$ cat config.mk
export PLATFORM = sky130hd
export DESIGN_NAME = scale_degree_pitch_quantizer
export DESIGN_NICKNAME = d
export VERILOG_FILES = /design/src/hdl/sdpq_pkg.sv /design/src/hdl/sdpq_front.sv /design/src/hdl/sdpq_div.sv /design/src/hdl/sdpq_back.sv /design/src/hdl/scale_degree_pitch_quantizer.sv
export SDC_FILE = /design/constraint.sdc
export NUM_CORES = 1
export LEC_CHECK = 0
export BUFFER_PORTS_ARGS = -buffer_cell sky130_fd_sc_hd__buf_2
export CORE_MARGIN = 2
export CORE_UTILIZATION = 54
export DETAILED_ROUTE_END_ITERATION = 8
export GPL_TIMING_DRIVEN = 0
export PLACE_DENSITY = 0.88
export SLEW_MARGIN = 5
export SYNTH_ARGS = -nofsm -noshare
export SYNTH_HDL_FRONTEND = slang
export SYNTH_SLANG_ARGS = --single-unit
$ cat constraint.sdc
create_clock -name aclk -period 7.5 [get_ports aclk]
set_clock_uncertainty 0.2 [all_clocks]
set_input_delay 1.5 -clock aclk [delete_from_list [all_inputs] [get_ports aclk]]
set_output_delay 1.5 -clock aclk [all_outputs]
set_load 0.005 [all_outputs]
$ cat src/hdl/sdpq_pkg.sv
`timescale 1ns / 1ps

package sdpq_pkg;

    // field widths fixed by the note format
    localparam int LEN_W     = 4;
    localparam int TONIC_W   = 4;
    localparam int PCLASS_W  = 4;
    localparam int DEGREE_W  = 8;
    localparam int ACC_W     = 5;
    localparam int OCT_W     = 5;
    localparam int OFFS_W    = 4;
    localparam int TRSEMI_W  = 10;
    localparam int TROCT_W   = 7;
    localparam int OUT_W     = 13;
    localparam int CFG_W     = 60;
    localparam int CFG_IDX_W = 2;

    // internal arithmetic widths
    localparam int Z_W       = 10;   // degree - 1 + shift
    localparam int CHR_W     = 12;   // sum of the chromatic transposes
    localparam int BASE_W    = 14;   // everything except the scale octave and interval
    localparam int SUM_W     = 15;   // full pitch before clamping

    // floor division: dividend biased by DIV_OFFSET * len so it is never negative
    localparam int DIV_W        = 12;
    localparam int DIV_STEPS    = 4;  // quotient bits per pipeline stage
    localparam int DIV_STAGES   = DIV_W / DIV_STEPS;
    localparam int DIV_OFF_SH   = 8;
    localparam int DIV_OFFSET   = (1 << DIV_OFF_SH) + 1;

    localparam int MIDI_MIDDLE_C = 60;
    localparam int OUT_MAX       = (1 << (OUT_W - 1)) - 1;
    localparam int OUT_MIN       = -(1 << (OUT_W - 1));

    // register index map
    typedef enum logic [CFG_IDX_W-1:0] {
        CFG_TONIC     = 2'd0,
        CFG_SCALE_LEN = 2'd1,
        CFG_INTERVALS = 2'd2
    } cfg_index_t;

    // one note as it arrives
    typedef struct packed {
        logic                        absolute_mode;
        logic signed [DEGREE_W-1:0]  degree;
        logic signed [ACC_W-1:0]     accidental;
        logic [PCLASS_W-1:0]         pitch_class;
        logic                        has_own_octave;
        logic signed [OCT_W-1:0]     note_octave;
        logic signed [OFFS_W-1:0]    octave_offset;
        logic signed [OCT_W-1:0]     sequence_octave;
        logic signed [DEGREE_W-1:0]  degree_shift;
        logic signed [TRSEMI_W-1:0]  degree_transpose_semis;
        logic signed [TRSEMI_W-1:0]  semitone_transpose;
        logic signed [TROCT_W-1:0]   octave_transpose;
    } note_t;

    // work in flight through the divider
    typedef struct packed {
        logic [DIV_W-1:0]          num;   // dividend bits, quotient shifts in from the bottom
        logic [LEN_W-1:0]          rem;
        logic [LEN_W-1:0]          len;
        logic signed [BASE_W-1:0]  base;
        logic                      abs_mode;
        logic                      empty;
    } div_t;

    // after quotient and interval have been added
    typedef struct packed {
        logic signed [SUM_W-1:0]   sum;
        logic                      empty;
    } sum_t;

endpackage

$ cat src/hdl/sdpq_front.sv
`timescale 1ns / 1ps

module sdpq_front #(
    parameter int MAX_SCALE_LENGTH = 12
) (
    input  logic                              aclk,
    input  logic                              aresetn,
    input  logic                              in_valid,
    output logic                              in_ready,
    input  sdpq_pkg::note_t                   in_note,
    input  logic [sdpq_pkg::TONIC_W-1:0]      tonic_semitone,
    input  logic [sdpq_pkg::LEN_W-1:0]        scale_length,
    output logic                              out_valid,
    input  logic                              out_ready,
    output sdpq_pkg::div_t                    out_data
);

    localparam int LEN_W   = sdpq_pkg::LEN_W;
    localparam int Z_W     = sdpq_pkg::Z_W;
    localparam int CHR_W   = sdpq_pkg::CHR_W;
    localparam int BASE_W  = sdpq_pkg::BASE_W;
    localparam int DIV_W   = sdpq_pkg::DIV_W;
    localparam int OCTS_W  = sdpq_pkg::OCT_W + 1;
    localparam int SH      = sdpq_pkg::DIV_OFF_SH;

    logic                      valid_reg;
    logic                      valid_next;
    sdpq_pkg::div_t            data_reg;
    sdpq_pkg::div_t            data_next;
    logic                      load;

    logic [LEN_W-1:0]          len_eff;
    logic signed [Z_W-1:0]     z;
    logic [DIV_W:0]            len_scaled;
    logic [DIV_W:0]            biased;
    logic signed [CHR_W-1:0]   chrom;
    logic signed [OCTS_W-1:0]  octave;
    logic signed [BASE_W-1:0]  root;
    logic signed [BASE_W-1:0]  extra;

    assign load     = !valid_reg || out_ready;
    assign in_ready = load;

    // scale length clamp and biased dividend
    always_comb begin
        if (scale_length > LEN_W'(MAX_SCALE_LENGTH)) begin
            len_eff = LEN_W'(MAX_SCALE_LENGTH);
        end else begin
            len_eff = scale_length;
        end
        z = Z_W'(in_note.degree) + Z_W'(in_note.degree_shift) - 10'sd1;
        len_scaled = {{(DIV_W + 1 - LEN_W - SH){1'b0}}, len_eff, {SH{1'b0}}}
                   + (DIV_W + 1)'(len_eff);
        biased = (DIV_W + 1)'(z) + len_scaled;
    end

    // octave root, transposes and the mode dependent offset
    always_comb begin
        chrom = CHR_W'(in_note.degree_transpose_semis)
              + CHR_W'(in_note.semitone_transpose)
              + (CHR_W'(in_note.octave_transpose) <<< 3)
              + (CHR_W'(in_note.octave_transpose) <<< 2);
        if (in_note.has_own_octave) begin
            octave = OCTS_W'(in_note.note_octave);
        end else begin
            octave = OCTS_W'(in_note.sequence_octave);
        end
        octave = octave + OCTS_W'(in_note.octave_offset) + 6'sd1;
        root = (BASE_W'(octave) <<< 3) + (BASE_W'(octave) <<< 2);
        if (in_note.absolute_mode) begin
            extra = BASE_W'($signed({1'b0, in_note.pitch_class}));
        end else begin
            extra = BASE_W'($signed({1'b0, tonic_semitone}))
                  + BASE_W'(in_note.accidental);
        end
    end

    always_comb begin
        data_next.num      = biased[DIV_W-1:0];
        data_next.rem      = '0;
        data_next.len      = len_eff;
        data_next.base     = root + BASE_W'(chrom) + extra
                           - BASE_W'(sdpq_pkg::MIDI_MIDDLE_C);
        data_next.abs_mode = in_note.absolute_mode;
        data_next.empty    = !in_note.absolute_mode && (len_eff == '0);
        valid_next         = load ? in_valid : valid_reg;
    end

    always_ff @(posedge aclk) begin
        if (!aresetn) begin
            valid_reg <= 1'b0;
        end else begin
            valid_reg <= valid_next;
        end
    end

    always_ff @(posedge aclk) begin
        if (load && in_valid) begin
            data_reg <= data_next;
        end
    end

    assign out_valid = valid_reg;
    assign out_data  = data_reg;

endmodule

$ cat src/hdl/sdpq_div.sv
`timescale 1ns / 1ps

module sdpq_div (
    input  logic             aclk,
    input  logic             aresetn,
    input  logic             in_valid,
    output logic             in_ready,
    input  sdpq_pkg::div_t   in_data,
    output logic             out_valid,
    input  logic             out_ready,
    output sdpq_pkg::div_t   out_data
);

    localparam int STAGES = sdpq_pkg::DIV_STAGES;
    localparam int STEPS  = sdpq_pkg::DIV_STEPS;
    localparam int LEN_W  = sdpq_pkg::LEN_W;
    localparam int DIV_W  = sdpq_pkg::DIV_W;

    logic [STAGES-1:0]   valid_reg;
    logic [STAGES-1:0]   valid_next;
    logic [STAGES-1:0]   load;
    logic [STAGES:0]     ready_chain;
    logic [STAGES:0]     valid_chain;
    sdpq_pkg::div_t      data_reg   [STAGES];
    sdpq_pkg::div_t      data_next  [STAGES];
    sdpq_pkg::div_t      data_chain [STAGES+1];

    assign valid_chain[0]      = in_valid;
    assign data_chain[0]       = in_data;
    assign ready_chain[STAGES] = out_ready;
    assign in_ready            = ready_chain[0];

    genvar g;
    generate
        for (g = 0; g < STAGES; g++) begin : g_stage
            assign load[g]           = !valid_reg[g] || ready_chain[g+1];
            assign ready_chain[g]    = load[g];
            assign valid_chain[g+1]  = valid_reg[g];
            assign data_chain[g+1]   = data_reg[g];

            // restoring division, STEPS quotient bits in this stage
            always_comb begin
                logic [LEN_W:0] part;
                logic           qbit;
                data_next[g] = data_chain[g];
                for (int s = 0; s < STEPS; s++) begin
                    part = {data_next[g].rem, data_next[g].num[DIV_W-1]};
                    qbit = (part >= {1'b0, data_next[g].len});
                    if (qbit) begin
                        part = part - {1'b0, data_next[g].len};
                    end
                    data_next[g].rem = part[LEN_W-1:0];
                    data_next[g].num = {data_next[g].num[DIV_W-2:0], qbit};
                end
                valid_next[g] = load[g] ? valid_chain[g] : valid_reg[g];
            end

            always_ff @(posedge aclk) begin
                if (!aresetn) begin
                    valid_reg[g] <= 1'b0;
                end else begin
                    valid_reg[g] <= valid_next[g];
                end
            end

            always_ff @(posedge aclk) begin
                if (load[g] && valid_chain[g]) begin
                    data_reg[g] <= data_next[g];
                end
            end
        end
    endgenerate

    assign out_valid = valid_chain[STAGES];
    assign out_data  = data_chain[STAGES];

endmodule

$ cat src/hdl/sdpq_back.sv
`timescale 1ns / 1ps

module sdpq_back #(
    parameter int MAX_SCALE_LENGTH = 12,
    parameter int INTERVAL_BITS    = 5
) (
    input  logic                                          aclk,
    input  logic                                          aresetn,
    input  logic                                          in_valid,
    output logic                                          in_ready,
    input  sdpq_pkg::div_t                                in_data,
    input  logic [MAX_SCALE_LENGTH*INTERVAL_BITS-1:0]     interval_table,
    output logic                                          out_valid,
    input  logic                                          out_ready,
    output logic signed [sdpq_pkg::OUT_W-1:0]             out_pitch,
    output logic                                          out_saturated
);

    localparam int LEN_W  = sdpq_pkg::LEN_W;
    localparam int DIV_W  = sdpq_pkg::DIV_W;
    localparam int SUM_W  = sdpq_pkg::SUM_W;
    localparam int OUT_W  = sdpq_pkg::OUT_W;
    localparam int Q_W    = DIV_W + 1;

    logic                    sum_valid_reg;
    logic                    sum_valid_next;
    sdpq_pkg::sum_t          sum_reg;
    sdpq_pkg::sum_t          sum_next;
    logic                    sum_load;

    logic                    out_valid_reg;
    logic                    out_valid_next;
    logic signed [OUT_W-1:0] pitch_reg;
    logic signed [OUT_W-1:0] pitch_next;
    logic                    sat_reg;
    logic                    sat_next;
    logic                    out_load;

    logic signed [Q_W-1:0]     octs;
    logic signed [SUM_W-1:0]   octs_semis;
    logic [INTERVAL_BITS-1:0]  interval;

    assign out_load = !out_valid_reg || out_ready;
    assign sum_load = !sum_valid_reg || out_load;
    assign in_ready = sum_load;

    // interval lookup by the division remainder
    always_comb begin
        interval = '0;
        for (int i = 0; i < MAX_SCALE_LENGTH; i++) begin
            if (in_data.rem == LEN_W'(i)) begin
                interval = interval_table[i*INTERVAL_BITS +: INTERVAL_BITS];
            end
        end
    end

    // remove the division bias, twelve semitones per scale octave
    always_comb begin
        octs       = $signed({1'b0, in_data.num}) - Q_W'(sdpq_pkg::DIV_OFFSET);
        octs_semis = (SUM_W'(octs) <<< 3) + (SUM_W'(octs) <<< 2);
        if (in_data.abs_mode) begin
            sum_next.sum = SUM_W'(in_data.base);
        end else begin
            sum_next.sum = SUM_W'(in_data.base) + octs_semis
                         + SUM_W'($signed({1'b0, interval}));
        end
        sum_next.empty = in_data.empty;
        sum_valid_next = sum_load ? in_valid : sum_valid_reg;
    end

    // clamp to the output range
    always_comb begin
        priority if (sum_reg.empty) begin
            pitch_next = '0;
            sat_next   = 1'b0;
        end else if (sum_reg.sum > SUM_W'(sdpq_pkg::OUT_MAX)) begin
            pitch_next = OUT_W'(sdpq_pkg::OUT_MAX);
            sat_next   = 1'b1;
        end else if (sum_reg.sum < SUM_W'(sdpq_pkg::OUT_MIN)) begin
            pitch_next = OUT_W'(sdpq_pkg::OUT_MIN);
            sat_next   = 1'b1;
        end else begin
            pitch_next = sum_reg.sum[OUT_W-1:0];
            sat_next   = 1'b0;
        end
        out_valid_next = out_load ? sum_valid_reg : out_valid_reg;
    end

    always_ff @(posedge aclk) begin
        if (!aresetn) begin
            sum_valid_reg <= 1'b0;
            out_valid_reg <= 1'b0;
        end else begin
            sum_valid_reg <= sum_valid_next;
            out_valid_reg <= out_valid_next;
        end
    end

    always_ff @(posedge aclk) begin
        if (sum_load && in_valid) begin
            sum_reg <= sum_next;
        end
        if (out_load && sum_valid_reg) begin
            pitch_reg <= pitch_next;
            sat_reg   <= sat_next;
        end
    end

    assign out_valid     = out_valid_reg;
    assign out_pitch     = pitch_reg;
    assign out_saturated = sat_reg;

endmodule

$ cat src/hdl/scale_degree_pitch_quantizer.sv
`timescale 1ns / 1ps

// Scale degree pitch quantizer: turns one note description per transaction into a pitch in
// whole semitones relative to MIDI note 60 (divide by twelve for volts), either from a pitch
// class (absolute mode) or from a one-based scale degree split by floor division over the
// configured scale length. Results outside -4096..4095 are clamped and flagged in m_tuser.
// It takes one note per clock unless the output stalls; a note passes registers for offset
// arithmetic, a four-bit-per-stage restoring divider for the degree split, interval lookup
// and accumulation, and clamping into the output register. Each stage holds its own valid
// bit, so bubbles are absorbed under back pressure. Registers are written through
// cfg_we/cfg_index/cfg_wdata by the user only while no note is in flight (not enforced).
module scale_degree_pitch_quantizer #(
    parameter int MAX_SCALE_LENGTH = 12,
    parameter int INTERVAL_BITS    = 5
) (
    input  logic                              aclk,
    input  logic                              aresetn,
    // note input
    input  logic                              s_tvalid,
    output logic                              s_tready,
    // degree, accidental, pitch_class, note_octave, octave_offset, sequence_octave,
    // degree_shift, degree_transpose_semis, semitone_transpose, octave_transpose, zero pad
    input  logic [71:0]                       s_tdata,
    // absolute_mode, has_own_octave
    input  logic [1:0]                        s_tuser,
    // pitch output
    output logic                              m_tvalid,
    input  logic                              m_tready,
    // pitch_semitones, zero pad
    output logic [15:0]                       m_tdata,
    // saturated
    output logic                              m_tuser,
    // register writes
    input  logic                              cfg_we,
    input  logic [sdpq_pkg::CFG_IDX_W-1:0]    cfg_index,
    input  logic [sdpq_pkg::CFG_W-1:0]        cfg_wdata
);

    localparam int TAB_W  = MAX_SCALE_LENGTH * INTERVAL_BITS;
    localparam int OUT_W  = sdpq_pkg::OUT_W;
    localparam int LEN_W  = sdpq_pkg::LEN_W;
    localparam int TON_W  = sdpq_pkg::TONIC_W;

    logic [TON_W-1:0]          tonic_reg;
    logic [LEN_W-1:0]          scale_len_reg;
    logic [TAB_W-1:0]          table_reg;

    sdpq_pkg::note_t           note;
    logic                      front_valid;
    logic                      front_ready;
    sdpq_pkg::div_t            front_data;
    logic                      div_valid;
    logic                      div_ready;
    sdpq_pkg::div_t            div_data;
    logic signed [OUT_W-1:0]   pitch;
    logic                      saturated;

    // configuration registers
    always_ff @(posedge aclk) begin
        if (!aresetn) begin
            tonic_reg     <= '0;
            scale_len_reg <= LEN_W'(7);
            table_reg     <= '0;
        end else if (cfg_we) begin
            unique case (cfg_index)
                sdpq_pkg::CFG_TONIC:     tonic_reg     <= cfg_wdata[TON_W-1:0];
                sdpq_pkg::CFG_SCALE_LEN: scale_len_reg <= cfg_wdata[LEN_W-1:0];
                sdpq_pkg::CFG_INTERVALS: table_reg     <= cfg_wdata[TAB_W-1:0];
                default: ;
            endcase
        end
    end

    // unpack the note transaction
    always_comb begin
        note.absolute_mode          = s_tuser[0];
        note.has_own_octave         = s_tuser[1];
        note.degree                 = s_tdata[7:0];
        note.accidental             = s_tdata[12:8];
        note.pitch_class            = s_tdata[16:13];
        note.note_octave            = s_tdata[21:17];
        note.octave_offset          = s_tdata[25:22];
        note.sequence_octave        = s_tdata[30:26];
        note.degree_shift           = s_tdata[38:31];
        note.degree_transpose_semis = s_tdata[48:39];
        note.semitone_transpose     = s_tdata[58:49];
        note.octave_transpose       = s_tdata[65:59];
    end

    sdpq_front #(
        .MAX_SCALE_LENGTH (MAX_SCALE_LENGTH)
    ) u_front (
        .aclk           (aclk),
        .aresetn        (aresetn),
        .in_valid       (s_tvalid),
        .in_ready       (s_tready),
        .in_note        (note),
        .tonic_semitone (tonic_reg),
        .scale_length   (scale_len_reg),
        .out_valid      (front_valid),
        .out_ready      (front_ready),
        .out_data       (front_data)
    );

    sdpq_div u_div (
        .aclk      (aclk),
        .aresetn   (aresetn),
        .in_valid  (front_valid),
        .in_ready  (front_ready),
        .in_data   (front_data),
        .out_valid (div_valid),
        .out_ready (div_ready),
        .out_data  (div_data)
    );

    sdpq_back #(
        .MAX_SCALE_LENGTH (MAX_SCALE_LENGTH),
        .INTERVAL_BITS    (INTERVAL_BITS)
    ) u_back (
        .aclk           (aclk),
        .aresetn        (aresetn),
        .in_valid       (div_valid),
        .in_ready       (div_ready),
        .in_data        (div_data),
        .interval_table (table_reg),
        .out_valid      (m_tvalid),
        .out_ready      (m_tready),
        .out_pitch      (pitch),
        .out_saturated  (saturated)
    );

    assign m_tdata = {{(16 - OUT_W){1'b0}}, pitch};
    assign m_tuser = saturated;

endmodule

==> results of run 1 <==
path summary, 6_finish.rpt:
kind                                         endpoint  depth (start not counted)
worst min-delay path            u_div.data_reg[0][75]                          0
worst min register to register  u_div.data_reg[0][75]                          0
worst max-delay path             u_front.out_data[15]                         26
worst max register to register  u_div.data_reg[0][93]                         30
area by class of cell:
cell class,instances,area [sq um],area share [%]
repair buffers,156,838.3,4.733
plain buffers,47,201.4,1.137
well taps,378,473.0,2.670
clock buffers,28,615.6,3.476
multi-input cells,1005,8184,46.21
clock inverters,16,239.0,1.349
inverters,185,694.4,3.921
flip-flops and latches,240,6466,36.51
stage by stage:
step / hold WS (ns) / utilization (%) / TNS, ns / power [uW] / cell area (sq um)
after floorplan: 0.2003 / - / 0 / 5220 / 15450
final: 0.2149 / 63.23 / 0 / 7537 / 17710
after global routing: 0.2233 / 63.23 / -0.05219 / 8140 / 17710
after CTS: 0.2187 / 62.98 / 0 / 7411 / 17640
after global placement: 0.2014 / 59.50 / -1.142 / 5764 / 16670
after detailed placement: 0.2045 / 59.87 / -2.109 / 6053 / 16770
what timing repair did:
action | CTS | global route
resized for setup | 4 | 18
setup buffers | 1 | 4
gates cloned | 0 | 0
pin swaps | 0 | 4
setup endpoints to repair | 4 | 14
synth_stat cells, drive strengths merged (37+ instances only):
cell and instances:
dfxtp 74, o21ai 60, ha 146, mux2i 37, clkbuf 37, a21oi 71, xnor2 48, edfxtp 166
nand2 164, a21boi 65, fa 60, nor2 77, inv 185
kinds of logic (layout without fill, tap and decap cells):
family / Yosys count / after routing / share of synthesized area (%)
AO/OA/AOI/OAI: 308 / 308 / 13.48
flip-flops: 240 / 240 / 41.87
adder cells (fa/ha/maj): 206 / 206 / 19.60
XOR/XNOR: 81 / 81 / 4.593
multiplexers: 66 / 66 / 4.755
AND/OR/NAND/NOR: 341 / 341 / 9.900
other: 1 / 3 / 0.02428
buffers and inverters: 232 / 432 / 5.776
where the power goes:
group,leakage [uW],total [uW],switching [uW],internal (uW)
clock,0.000411,1270,501,770
sequential,0.00213,1840,53.3,1780
combinational,0.00510,4430,2430,2000
total,0.00764,7540,2980,4560
metal layers:
layer	global-route usage (%)	wire (um)	up-vias
li1	-	-	5448
met1	26.28	13250	5277
met2	38.52	16180	312
met3	2.265	1525	46
met4	6.109	675	0
met5	0	0	-
cells in the final DEF, fill, tap and decap left out, types with 40 or more instances in the layout:
cell type and count:
xnor2_1 47, dfxtp_1 74, inv_1 183, fa_1 60, a21oi_1 66, edfxtp_1 166
nand2_1 164, a21boi_0 63, o21ai_0 52, clkbuf_1 40, nor2_1 72, buf_2 153
ha_1 145
worst register-to-register path: cells and delay by family, from the launching register on:
kind | cells | cell delay (ns)
buffers and inverters | 5 | 0.75
adder cells (fa/ha/maj) | 4 | 1.13
AO/OA/AOI/OAI | 13 | 2.73
multiplexers | 2 | 0.50
AND/OR/NAND/NOR | 6 | 1.15
flip-flops | 1 | 0.37
==> results.md, run 1 <==
* Synth area leader: edfxtp_1
* Routed vias at approximately 11,000
* Fmax at 0.1389 GHz
* Detailed Route Iter0 Violations at between 700 and 800
* Pin count of the biggest net entering global routing at 33
* Distinct cells, synth at between 70 and 80
* Mapped Cells at 1,475
* Root buffer cell: clkbuf_16
* Final Setup Violations at 0
* Cell area after synthesis at between 0.015 and 0.02 sq mm
* Cells after DPL at roughly 2,000
* DR DRC count at 0
* Antenna Nets Post-Route at 0
* Final period util at 95.96%
* Antenna violations before repair at 0
* Slew HR at between 30 and 40%
* CTS tree: yes
* Nets at 2,006
* Critical path type: in2reg
* Fill count at 2,069
* CP Max Fanout at 5
* LEAKAGE at 0.007644 uW
* Longest Clk Path Bufs at 3
* Die width at 173.1 um
* Fin. max-slew vios at 0
* I/O Pins at 160
* Core Rows at 61
* IR drop worst, VDD at roughly 0.5 mV
* Global Route Usage Sum at 21.06%
* Global-route wire length before repair at roughly 53 mm
* Core area at 0.02801 sq mm
* WL per Instance at 15.39 um
* Required @ worst endpoint at 7.56 ns
* Cts-stage hold buffer count at 0
* Worst path max stage delay at 0.55 ns
* Asr flop ratio synth at 0%
* R2R Path Start: u_div.data_reg[0][54]
* Crit path DAT at 7.26 ns
* Max reg flops at 104
* Share of cells above drive strength 1 at about 16%
* Num CTS Buffers at 24
* Crit start category: input pin
* Clock slew at reported path FFs at 0.06 ns
* Layout Cells excl Fill at 2,055
* Sink Count at 240
* Grt ovf at 0
* Most used DFF post-synth: edfxtp_1
* Final worst slack at 0.3027 ns
* Vias/cell at 5.393
* RSZ-0062 raised after global routing: yes
* Top post-synthesis cells by area: edfxtp_1 (32%), ha_1 (12%), dfxtp_1 (9.6%)
* Hold Path Class: reg2reg
* Reg-to-reg setup timing slack at around 0.43 ns
* DP Worst Slack at -0.6712 ns
* Synthesis warning total at 0
* Synth Area per Inst at 10.47 sq um
* Critical path's slowest cell: fa_1
* CP bufs+invs at 5
* Hold Path Origin: u_div.data_reg[0][39]
* Cell family with most CP delay: adder cells
* H-Tree Depth at 1
* Crit path time final at 7.197 ns
* Initial DRT Pass Iterations at 6
* Crit end category: flip-flop
* Antenna Cells at 0
* P&R area growth vs syn at 14.68%
* Buffers on Ports at 148
* CP startpoint: s_tuser[1]
* Seq/Total Area, Yosys at 41.87%
* Post-DP HPWL at 24.92 mm
* Hold Violations, Final at 0
* FF+latch count, synth at 240
* Starting Density at between 50% and 60%
* Maxcap violations at 0
* Area share of the largest cell type after synthesis at 32.27%
* Final WL at 31.63 mm
* Slew @ Worst Pin at 1.040 ns
* GP Congestion at 0.8918
* Worst-Skew Late Latency at ~0.52 ns
* Power density over the cells at 425.5 mW/mm^2
* DIE AREA at around 0.030 sq mm
* Vias in the first global route at 11,340
* Outcome: complete, no violations
* Die Y at 173.1 um
* EDFF count, synth at ~170
(Power assumes the default switching activity.)
==> run 2, diff against run 1 <==
--- a/config.mk
+++ b/config.mk
@@ -7,10 +7,10 @@
 export LEC_CHECK = 0
 export BUFFER_PORTS_ARGS = -buffer_cell sky130_fd_sc_hd__buf_2
 export CORE_MARGIN = 2
-export CORE_UTILIZATION = 54
+export CORE_UTILIZATION = 60
 export DETAILED_ROUTE_END_ITERATION = 8
 export GPL_TIMING_DRIVEN = 0
-export PLACE_DENSITY = 0.88
+export PLACE_DENSITY = 0.92
 export SLEW_MARGIN = 5
 export SYNTH_ARGS = -nofsm -noshare
 export SYNTH_HDL_FRONTEND = slang
==> constraint.sdc (replaced) <==
create_clock -name aclk -period 7.4 [get_ports aclk]
set_clock_uncertainty 0.2 [all_clocks]
set_input_delay 1.48 -clock aclk [delete_from_list [all_inputs] [get_ports aclk]]
set_output_delay 1.48 -clock aclk [all_outputs]
set_load 0.005 [all_outputs]
==> results.md, run 2 (same netlist as run 1, synthesis figures left out) <==
* Initial DRT Pass Iterations at 6
* Max reg flops at 104
* Power density over the cells at ~450 mW/mm^2
* Crit start category: flip-flop
* CTS tree: yes
* H-Tree Depth at 1
* Post-placement cell area at 0.01673 sq mm
* Final worst slack at approximately 0.012 ns
* Final WL at between 30 and 40 mm
* Post-DP HPWL at 24.99 mm
* Crit path time final at 7.388 ns
* Cts-stage hold buffer count at 0
* Met1 usage in global routing at 30.68%
* Cell family with most CP delay: compound AO/OA/AOI/OAI gates
* Antenna Nets Post-Route at 0
* Met2 Use GR at between 40% and 50%
* Die Y at 164.4 um
* Global-route wire length before repair at 55.93 mm
* CP dominant cell by count: ha_1
* Core area at 0.02525 sq mm
* Slew @ Worst Pin at 1.238 ns
* Most common cell after layout, fill and taps aside: inv_1
* DP Worst Slack at -0.5393 ns
* Final instance area at 0.01774 sq mm
* Final Setup Violations at 0
* Num CTS Buffers at 25
* Commonest non-fill, non-tap cells in the layout: inv_1 (182), edfxtp_1 (166), nand2_1 (164)
* Switching share of power at 41.07%
* Maxcap violations at 0
* Critical path type: reg2reg
* Longest Clk Path Bufs at 3
* CP Max Fanout at 10
* Combinational cell fraction of total power at approximately three fifths
* Sink Count at 240
* Core Rows at 58
* Crit path DAT at ~7.5 ns
* Cell Int Power at approximately 4700 uW
* Fin. max-slew vios at 0
* M3 GR Usage at 3.842%
* Part of the power in registers at 23.5%
* Detailed Route Iter0 Violations at around 1,000
* P&R area growth vs syn at 14.89%
* Fin util at a little over two thirds
* Buffers on Ports at 148
* Sw power at 3269 uW
* DIE AREA at 0.02704 sq mm
* Top Usage Layer GRT: met2
* Pin count of the biggest net entering global routing at 33
* Vias/cell at 5.888
* GP Congestion at 0.8839
* Antenna violations before repair at 0
* Nets at approximately 2,000
* IR drop worst, VDD at about 0.57 mV
* Share of cells above drive strength 1 at 17.08%
* Die width at between 150 and 200 um
* Antenna Cells at 0
* Final period util at around 100%
* I/O Pins at 160
* Critical path's slowest cell: edfxtp_1
* LEAKAGE at 0.007686 uW
* Grt ovf at 0
* Worst path max stage delay at 0.50 ns
* Starting Density at 61.16%
* Crit end category: flip-flop
* Root buffer cell: clkbuf_16
* Fmax at 0.1354 GHz
* Clock slew at reported path FFs at ~0.07 ns
* DR DRC count at 0
* Hold Path Class: reg2reg
* Total power at 7959 uW
* Clk pwr share at 16.1%
* Vias in the first global route at 11,950
* Outcome: complete, no violations
* Required @ worst endpoint at 7.47 ns
* CP bufs+invs at 5
* WL per Instance at 17.89 um
* Worst-Skew Late Latency at roughly 0.53 ns
* Routed vias at 11,840
* Slew HR at 17.33%
* Hold Violations, Final at 0
* Global Route Usage Sum at 25.63%
==> run 2: cell types whose count changed in the layout (fill, tap and decap cells not counted), sizes merged <==
cell	previous run	this run
bufinv	5	2
clkbuf	65	68
buf	166	168
clkinv	8	9
clkinvlp	2	1
inv	186	187
==> run 2: per-layer routing <==
metal,vias to the layer above,wire length (um)
met3,133,2762
met5,-,0
met1,5636,13400
li1,5455,-
met2,611,18330
met4,0,1457
==> run 2: stage by stage <==
| step | hold WS (ns) | instances | setup TNS (ns) |
|---|---|---|---|
| 6_report | 0.2172 | 2010 | 0 |
| 5_1_grt | 0.2215 | 2010 | -0.5569 |
| 2_1_floorplan | 0.2003 | 1477 | 0 |
| 4_1_cts | 0.2150 | 2004 | 0 |
| 3_5_place_dp | 0.2045 | 1958 | -1.442 |
| 3_3_place_gp | 0.2015 | 1955 | -0.6560 |
==> run 2: worst register-to-register path: cells and delay by family (launching register included) <==
kind,cells,cell delay [ns]
flops,1,0.50
mux,2,0.47
buf+inv,5,0.73
fa+ha+maj,4,1.11
simple gates,8,1.44
compound gates,11,2.68
==> run 2: power by group through the flow <==
stage	Sequential [uW]	Clock, uW	Combinational (uW)
final	1870	1280	4810
after global routing	1880	1340	5290
after CTS	1860	1290	4400
after detailed placement	1890	0	4240
after global placement	1880	0	3940
after floorplan	1870	0	3420
==> run 2: area by class of cell <==
type / instances / area (sq um)
Inverter: 185 / 694.4
Sequential cell: 240 / 6466
Multi-Input combinational cell: 1005 / 8258
Tap cell: 330 / 412.9
Buffer: 47 / 201.4
Timing Repair Buffer: 157 / 860.8
Clock buffer: 32 / 725.7
Clock inverter: 14 / 125.1
Fill cell: 1594 / 7510
==> run 2: worst paths after layout <==
kind | end | cells past startpoint | from | slack [ns]
max reg2reg | u_div.data_reg[0][93] | 30 | u_div.data_reg[0][53] | 0.01
max | u_div.data_reg[0][93] | 30 | u_div.data_reg[0][53] | 0.01
min reg2reg | u_div.data_reg[0][29] | 0 | u_front.out_data[25] | 0.22
min | u_div.data_reg[0][29] | 0 | u_front.out_data[25] | 0.22
==> run 2: repair_timing <==
action / CTS / global route
pin swaps: 0 / 4
endpoints found under the setup margin: 7 / 12
resized for setup: 6 / 28
setup buffers: 0 / 6
